[src/rtl/sgi_pkg.sv]
`timescale 1ns / 1ps
// ----------------------------------------------------------------------------
// sgi_pkg: shared definitions for the segment intersection unit
// Coordinate widths, derived arithmetic widths and the structs that pass
// items between the pipeline sections.
// ----------------------------------------------------------------------------
package sgi_pkg;

    localparam int IN_W       = 16;
    localparam int OUT_W      = 24;
    localparam int COORD_BITS = 16;
    localparam int FRAC_BITS  = 8;

    // A coordinate difference needs one more bit; products of two of them
    // double that, and the difference of two products one more again.
    localparam int DIFF_W = COORD_BITS + 1;
    localparam int PROD_W = 2 * DIFF_W;
    localparam int SUM_W  = PROD_W + 1;
    localparam int MAG_W  = SUM_W;
    localparam int MUL_W  = MAG_W + DIFF_W;
    localparam int NUM_W  = MUL_W + FRAC_BITS;
    // The scaled quotient is at most |delta| * 2^FRAC_BITS.
    localparam int QUO_W  = COORD_BITS + FRAC_BITS;

    typedef logic signed [COORD_BITS-1:0] coord_t;
    typedef logic signed [DIFF_W-1:0]     diff_t;
    typedef logic signed [PROD_W-1:0]     prod_t;
    typedef logic signed [SUM_W-1:0]      sum_t;
    typedef logic        [DIFF_W-1:0]     dmag_t;
    typedef logic        [MAG_W-1:0]      mag_t;
    typedef logic        [MUL_W-1:0]      mul_t;
    typedef logic        [NUM_W-1:0]      num_t;
    typedef logic        [QUO_W-1:0]      quo_t;
    typedef logic signed [OUT_W-1:0]      out_t;

    typedef struct packed {
        coord_t ax1;
        coord_t ay1;
        coord_t ax2;
        coord_t ay2;
        coord_t bx1;
        coord_t by1;
        coord_t bx2;
        coord_t by2;
    } seg_pair_t;

    typedef struct packed {
        sum_t   den;
        sum_t   tn;
        sum_t   un;
        coord_t base_x;
        coord_t base_y;
        diff_t  delta_x;
        diff_t  delta_y;
    } cross_t;

    typedef struct packed {
        logic   hit;
        coord_t base_x;
        coord_t base_y;
        logic   neg_x;
        logic   neg_y;
    } tag_t;

    typedef struct packed {
        tag_t tag;
        mag_t den;
        num_t num_x;
        num_t num_y;
    } div_in_t;

    typedef struct packed {
        tag_t tag;
        quo_t q_x;
        quo_t q_y;
    } div_out_t;

    function automatic diff_t coord_diff(coord_t a, coord_t b);
        return diff_t'(a) - diff_t'(b);
    endfunction

endpackage

[src/rtl/sgi_classify.sv]
`timescale 1ns / 1ps
// ----------------------------------------------------------------------------
// sgi_classify: sign normalization, hit test and numerator scaling
// Two stages: make the denominator positive and take delta magnitudes,
// then test both parameters against [0,1] and form t * |delta| * 2^F.
// ----------------------------------------------------------------------------
module sgi_classify (
    input  logic              aclk,
    input  logic              aresetn,
    input  logic              in_valid,
    output logic              in_ready,
    input  sgi_pkg::cross_t   in_data,
    output logic              out_valid,
    input  logic              out_ready,
    output sgi_pkg::div_in_t  out_data
);

    logic s4_ready, s5_ready;
    logic s4_valid_reg, s5_valid_reg;

    logic            s4_zero_reg;
    sgi_pkg::sum_t   s4_den_reg, s4_tn_reg, s4_un_reg;
    sgi_pkg::coord_t s4_base_x_reg, s4_base_y_reg;
    sgi_pkg::dmag_t  s4_mag_x_reg, s4_mag_y_reg;
    logic            s4_neg_x_reg, s4_neg_y_reg;

    logic            flip;
    logic            hit_next;
    sgi_pkg::mul_t   prod_x, prod_y;

    sgi_pkg::div_in_t s5_data_reg;
    sgi_pkg::div_in_t s5_data_next;

    assign s5_ready = !s5_valid_reg || out_ready;
    assign s4_ready = !s4_valid_reg || s5_ready;
    assign in_ready = s4_ready;

    assign flip = in_data.den[sgi_pkg::SUM_W-1];

    always_ff @(posedge aclk) begin
        if (!aresetn) begin
            s4_valid_reg <= 1'b0;
            s5_valid_reg <= 1'b0;
        end else begin
            if (s4_ready) begin
                s4_valid_reg <= in_valid;
            end
            if (s5_ready) begin
                s5_valid_reg <= s4_valid_reg;
            end
        end
    end

    always_ff @(posedge aclk) begin
        if (s4_ready && in_valid) begin
            s4_zero_reg   <= (in_data.den == '0);
            s4_den_reg    <= flip ? -in_data.den : in_data.den;
            s4_tn_reg     <= flip ? -in_data.tn  : in_data.tn;
            s4_un_reg     <= flip ? -in_data.un  : in_data.un;
            s4_base_x_reg <= in_data.base_x;
            s4_base_y_reg <= in_data.base_y;
            s4_neg_x_reg  <= in_data.delta_x[sgi_pkg::DIFF_W-1];
            s4_neg_y_reg  <= in_data.delta_y[sgi_pkg::DIFF_W-1];
            s4_mag_x_reg  <= in_data.delta_x[sgi_pkg::DIFF_W-1]
                             ? sgi_pkg::dmag_t'(-in_data.delta_x)
                             : sgi_pkg::dmag_t'(in_data.delta_x);
            s4_mag_y_reg  <= in_data.delta_y[sgi_pkg::DIFF_W-1]
                             ? sgi_pkg::dmag_t'(-in_data.delta_y)
                             : sgi_pkg::dmag_t'(in_data.delta_y);
        end
    end

    always_comb begin
        // Both parameters lie in [0,1] exactly when 0 <= numerator <= den.
        hit_next = !s4_zero_reg
                   && !s4_tn_reg[sgi_pkg::SUM_W-1] && (s4_tn_reg <= s4_den_reg)
                   && !s4_un_reg[sgi_pkg::SUM_W-1] && (s4_un_reg <= s4_den_reg);
        prod_x = sgi_pkg::mul_t'(sgi_pkg::mag_t'(s4_tn_reg)) * sgi_pkg::mul_t'(s4_mag_x_reg);
        prod_y = sgi_pkg::mul_t'(sgi_pkg::mag_t'(s4_tn_reg)) * sgi_pkg::mul_t'(s4_mag_y_reg);

        s5_data_next.tag.hit    = hit_next;
        s5_data_next.tag.base_x = s4_base_x_reg;
        s5_data_next.tag.base_y = s4_base_y_reg;
        s5_data_next.tag.neg_x  = s4_neg_x_reg;
        s5_data_next.tag.neg_y  = s4_neg_y_reg;
        s5_data_next.den        = sgi_pkg::mag_t'(s4_den_reg);
        s5_data_next.num_x      = sgi_pkg::num_t'(prod_x) << sgi_pkg::FRAC_BITS;
        s5_data_next.num_y      = sgi_pkg::num_t'(prod_y) << sgi_pkg::FRAC_BITS;
    end

    always_ff @(posedge aclk) begin
        if (s5_ready && s4_valid_reg) begin
            s5_data_reg <= s5_data_next;
        end
    end

    assign out_valid = s5_valid_reg;
    assign out_data  = s5_data_reg;

endmodule

[config.mk]
export PLATFORM = sky130hd
export DESIGN_NAME = sgi_classify
export DESIGN_NICKNAME = d
export VERILOG_FILES = /design/src/rtl/sgi_pkg.sv /design/src/rtl/sgi_classify.sv
export SDC_FILE = /design/constraint.sdc
export NUM_CORES = 2
export LEC_CHECK = 0
export ABC_AREA = 1
export BUFFER_PORTS_ARGS = -buffer_cell sky130_fd_sc_hd__buf_2
export CAP_MARGIN = 20
export CORE_MARGIN = 4
export CORE_UTILIZATION = 35
export CTS_CLUSTER_DIAMETER = 30
export DETAILED_ROUTE_END_ITERATION = 7
export SYNTH_ARGS = -nofsm -noshare
export SYNTH_HDL_FRONTEND = slang
export SYNTH_SLANG_ARGS = --single-unit
[constraint.sdc]
create_clock -name aclk -period 13.7 [get_ports aclk]
set_input_delay 1.37 -clock aclk [delete_from_list [all_inputs] [get_ports aclk]]
set_output_delay 1.37 -clock aclk [all_outputs]
set_load 0.01 [all_outputs]
==> flow_summary.rst <==
.. list-table::
   :header-rows: 1

   * - Metric
     - Value
   * - Top FF cell, synth
     - edfxtp_1
   * - CTS resizes
     - 0
   * - Fraction of synthesis flops using an asynchronous set or reset pin
     - 0%
   * - Clock sink total
     - 350
   * - Worst reg-to-reg setup slack
     - around 7100 ps
   * - Commonest cells post-synth
     - inv_1 (1942), nand2_1 (1715), fa_1 (988), edfxtp_1 (348), nor2_1 (334)
   * - Net count reported at finish
     - approximately 8500
   * - Clk slew on worst S/H paths
     - 50 ps
   * - Number of input and output port buffers inserted
     - 350
   * - Slew HR
     - a little under two fifths
   * - Starting utilization of the core area
     - between 30% and 40%
   * - Hold buffers post-CTS
     - 0
   * - Critical path type
     - reg -> reg
   * - Data arrival time of the worst path
     - 7010 ps
   * - Number of flip-flops in the largest register
     - between 150 and 200
   * - Detailed-route DRC error count
     - 0
   * - Met3 capacity usage during global routing
     - approximately 3.2%
   * - Reg2reg start
     - s4_tn_reg[21]
   * - Initial antenna violation count
     - 14
   * - Horiz. Die Dim
     - approximately 400 um
   * - Buffer cell driving the clock tree root
     - clkbuf_16
   * - Number of rows created at floorplan
     - between 100 and 150
   * - Unrepaired setup endpoints after global routing
     - no
   * - Combined global-route utilization of all metal layers
     - approximately a fifth
   * - Number of enable-type register cells in the synthesized netlist
     - approximately 350
   * - Fraction of final layout cells with drive strength greater than 1
     - roughly 8.9%
   * - Synthesized instance count
     - between 6000 and 7000
   * - Period utilisation layout
     - roughly 48%
   * - Layout-stage area growth over the synthesis result
     - 11.9%
   * - Dominant cell by count in the synthesized netlist
     - inv_1
   * - H-tree lvl count
     - 3
   * - Mean area per synthesized cell
     - 8.22 um2
   * - Post-Place Cell Area
     - 59900 um2
   * - Endpoint required time on the critical path
     - about 14000 ps
   * - Hold Path Class
     - reg -> reg
   * - Met2 GRT Util
     - ~36%
   * - Number of distinct library cell variants in the gate-level netlist after synthesis
     - 55
   * - Final setup skew
     - 54.9 ps
   * - Startpoint of the worst setup timing path
     - s4_tn_reg[21]
   * - Number of max-capacitance violations reported
     - 0
   * - Most repeated library cell on the critical path
     - fa_1
   * - Count of state elements after synthesis
     - 350
   * - Time the worst path needs with I/O delays and setup
     - about 6600 ps
   * - Total vias in the final route
     - 44600
   * - Insertion delay of the later-clocked pin in the worst-skew pair
     - 670 ps
   * - Total CTS buffers
     - 81
   * - Cells taking the most area after synthesis
     - fa_1 (35%), edfxtp_1 (19%), inv_1 (13%)
   * - Number of setup buffers added after CTS
     - 0
   * - Share of the synthesized area in the top cell type
     - approximately a third
   * - Chip height
     - ~410 um
   * - Slowest cell on the critical path
     - edfxtp_1
   * - Critical Path Fanout Max
     - 18
   * - Count of pins on the block boundary
     - 367
   * - Last weighted congestion value of the routability-driven placer
     - approximately 0.92
   * - Fin area
     - 62800 um2
   * - End of the worst register-to-register path
     - out_data[56]
   * - Minimum setup slack in the final design
     - roughly 7100 ps
   * - Wire per inst
     - 18.9 um
   * - GR Overflow Total
     - 0
   * - Area of the core
     - 159000 um2
   * - Area of the mapped netlist
     - around 56000 um2
   * - DRC marker count from the first detailed-route iteration
     - approximately 2800
   * - Number of max-slew violations in the final report
     - 0
   * - Count of antenna-violating nets left after detailed routing
     - 0
   * - Crit path launch type
     - flop
   * - Pin count of the biggest net entering global routing
     - 68
   * - Worst Hold Margin
     - 415 ps
   * - Post-Route WL
     - around 170000 um
   * - Result of the run
     - finished clean
   * - DRT Pass-1 Iters
     - 6
   * - Setup TNS
     - 0 ps
   * - Largest area contributor in the synthesized netlist
     - fa_1
   * - Clock tree from TritonCTS
     - built
   * - Die footprint
     - approximately 170000 um2
   * - GRT busiest layer
     - met2
   * - Crit path cell chain
     - buf_4 -> nand2_1 -> fa_1 -> fa_1 -> fa_1 -> inv_1 -> fa_1 -> fa_1 -> inv_1 -> fa_1 -> inv_1 -> ha_1 -> a21oi_1 -> o21ai_0 -> a21oi_1 -> nor2_1 -> o21ai_0 -> nand3_1 -> nand2_1 -> nand2_1
   * - Worst setup timing slack at the placement stage
     - 7130 ps
   * - Number of global-route vias before repair
     - just under 50000
   * - Global routing usage on met1
     - 27.5%
   * - Worst setup path endpoint
     - out_data[56]
   * - Post-detailed-route via-to-cell ratio
     - 4.85
   * - Maximum single-stage delay on the critical path
     - 910 ps
   * - Wire length of the first global-routing pass
     - ~270000 um
   * - FMAX
     - 151 MHz
   * - Post-DP HPWL
     - between 100000 and 150000 um
   * - Deepest clock path buffer count
     - 3
   * - Worst slew pin tran
     - 925 ps
   * - Number of setup violations in the final report
     - 0
   * - Final hold violations
     - 0
   * - Worst Setup End Kind
     - flop
   * - Share of the yosys chip area belonging to registers
     - 18.7%
   * - Count of yosys warnings during synthesis
     - 0
   * - Worst Reg2Reg Path Length in Cells
     - 20
worst max-delay path: cells and delay by family (launching register included):
family | cells | cell delay, ps
compound gates | 4 | 1010
fa+ha+maj | 7 | 3400
buf+inv | 4 | 590
flops | 1 | 910
simple gates | 5 | 480
final cells by class:
| class | instances | area [um2] |
|---|---|---|
| timing repair buffer | 427 | 2330 |
| multi-input combinational | 4231 | 37100 |
| tap | 2072 | 2590 |
| sequential | 350 | 10500 |
| clock buffer | 90 | 2100 |
| clock inverter | 55 | 779 |
| fill | 16100 | 96000 |
| antenna | 11 | 27.5 |
| inverter | 1951 | 7330 |
through the flow:
stage                     utilization [%]  instances
after floorplan                         -       6839
after global placement               37.7       9031
after detailed placement             37.7       9031
after CTS                            39.5       9176
after global routing                 39.5       9186
final                                39.5       9187
cell families after synthesis:
| logic type | after synthesis | share of synthesized area (%) |
|---|---|---|
| xor gates and xnor gates | 199 | 3.12 |
| AOI/OAI and AO/OA | 373 | 3.72 |
| buffers and inverters | 2258 | 15.2 |
| other | 1 | 0.00669 |
| adders and majority gates | 1315 | 42.6 |
| DFF | 350 | 18.7 |
| and+or+nand+nor | 2328 | 16.6 |
worst min path at each step:
stage	startpoint	end	cells past startpoint
after detailed placement	s4_base_x_reg[14]	out_data[187]	0
final	s4_base_y_reg[11]	out_data[168]	0
after CTS	s4_base_x_reg[8]	out_data[181]	0
after floorplan	s4_neg_y_reg	out_data[155]	0
after global placement	s4_base_x_reg[9]	out_data[182]	0
after global routing	s4_base_x_reg[14]	out_data[187]	0
routing by layer:
layer	share of wire, %	routed length (um)
met1	42	72200
met2	49	84200
met4	2.9	4970
met3	7.0	12200
met5	0	0
placed cells by master, fill, tap and decap left out, types with 8 or more instances in the layout:
cell type / instances
conb_1: 16
xnor2_1: 51
nor2_1: 334
nand2_1: 1715
a31oi_1: 18
diode_2: 11
nor4_1: 11
nand4_1: 65
nand2_2: 22
a21o_1: 15
a21oi_1: 165
ha_1: 327
bufinv_16: 14
clkbuf_16: 83
xor2_1: 147
nor3_1: 40
nand3_1: 110
edfxtp_1: 348
inv_1: 1941
buf_4: 77
clkinvlp_4: 10
o21bai_1: 15
fa_1: 988
o21ai_1: 17
buf_2: 350
o21ai_0: 106
clkinv_2: 8
Power is not shown: default switching activity piles up to over one toggle a cycle in this logic, so the estimate is an artifact.
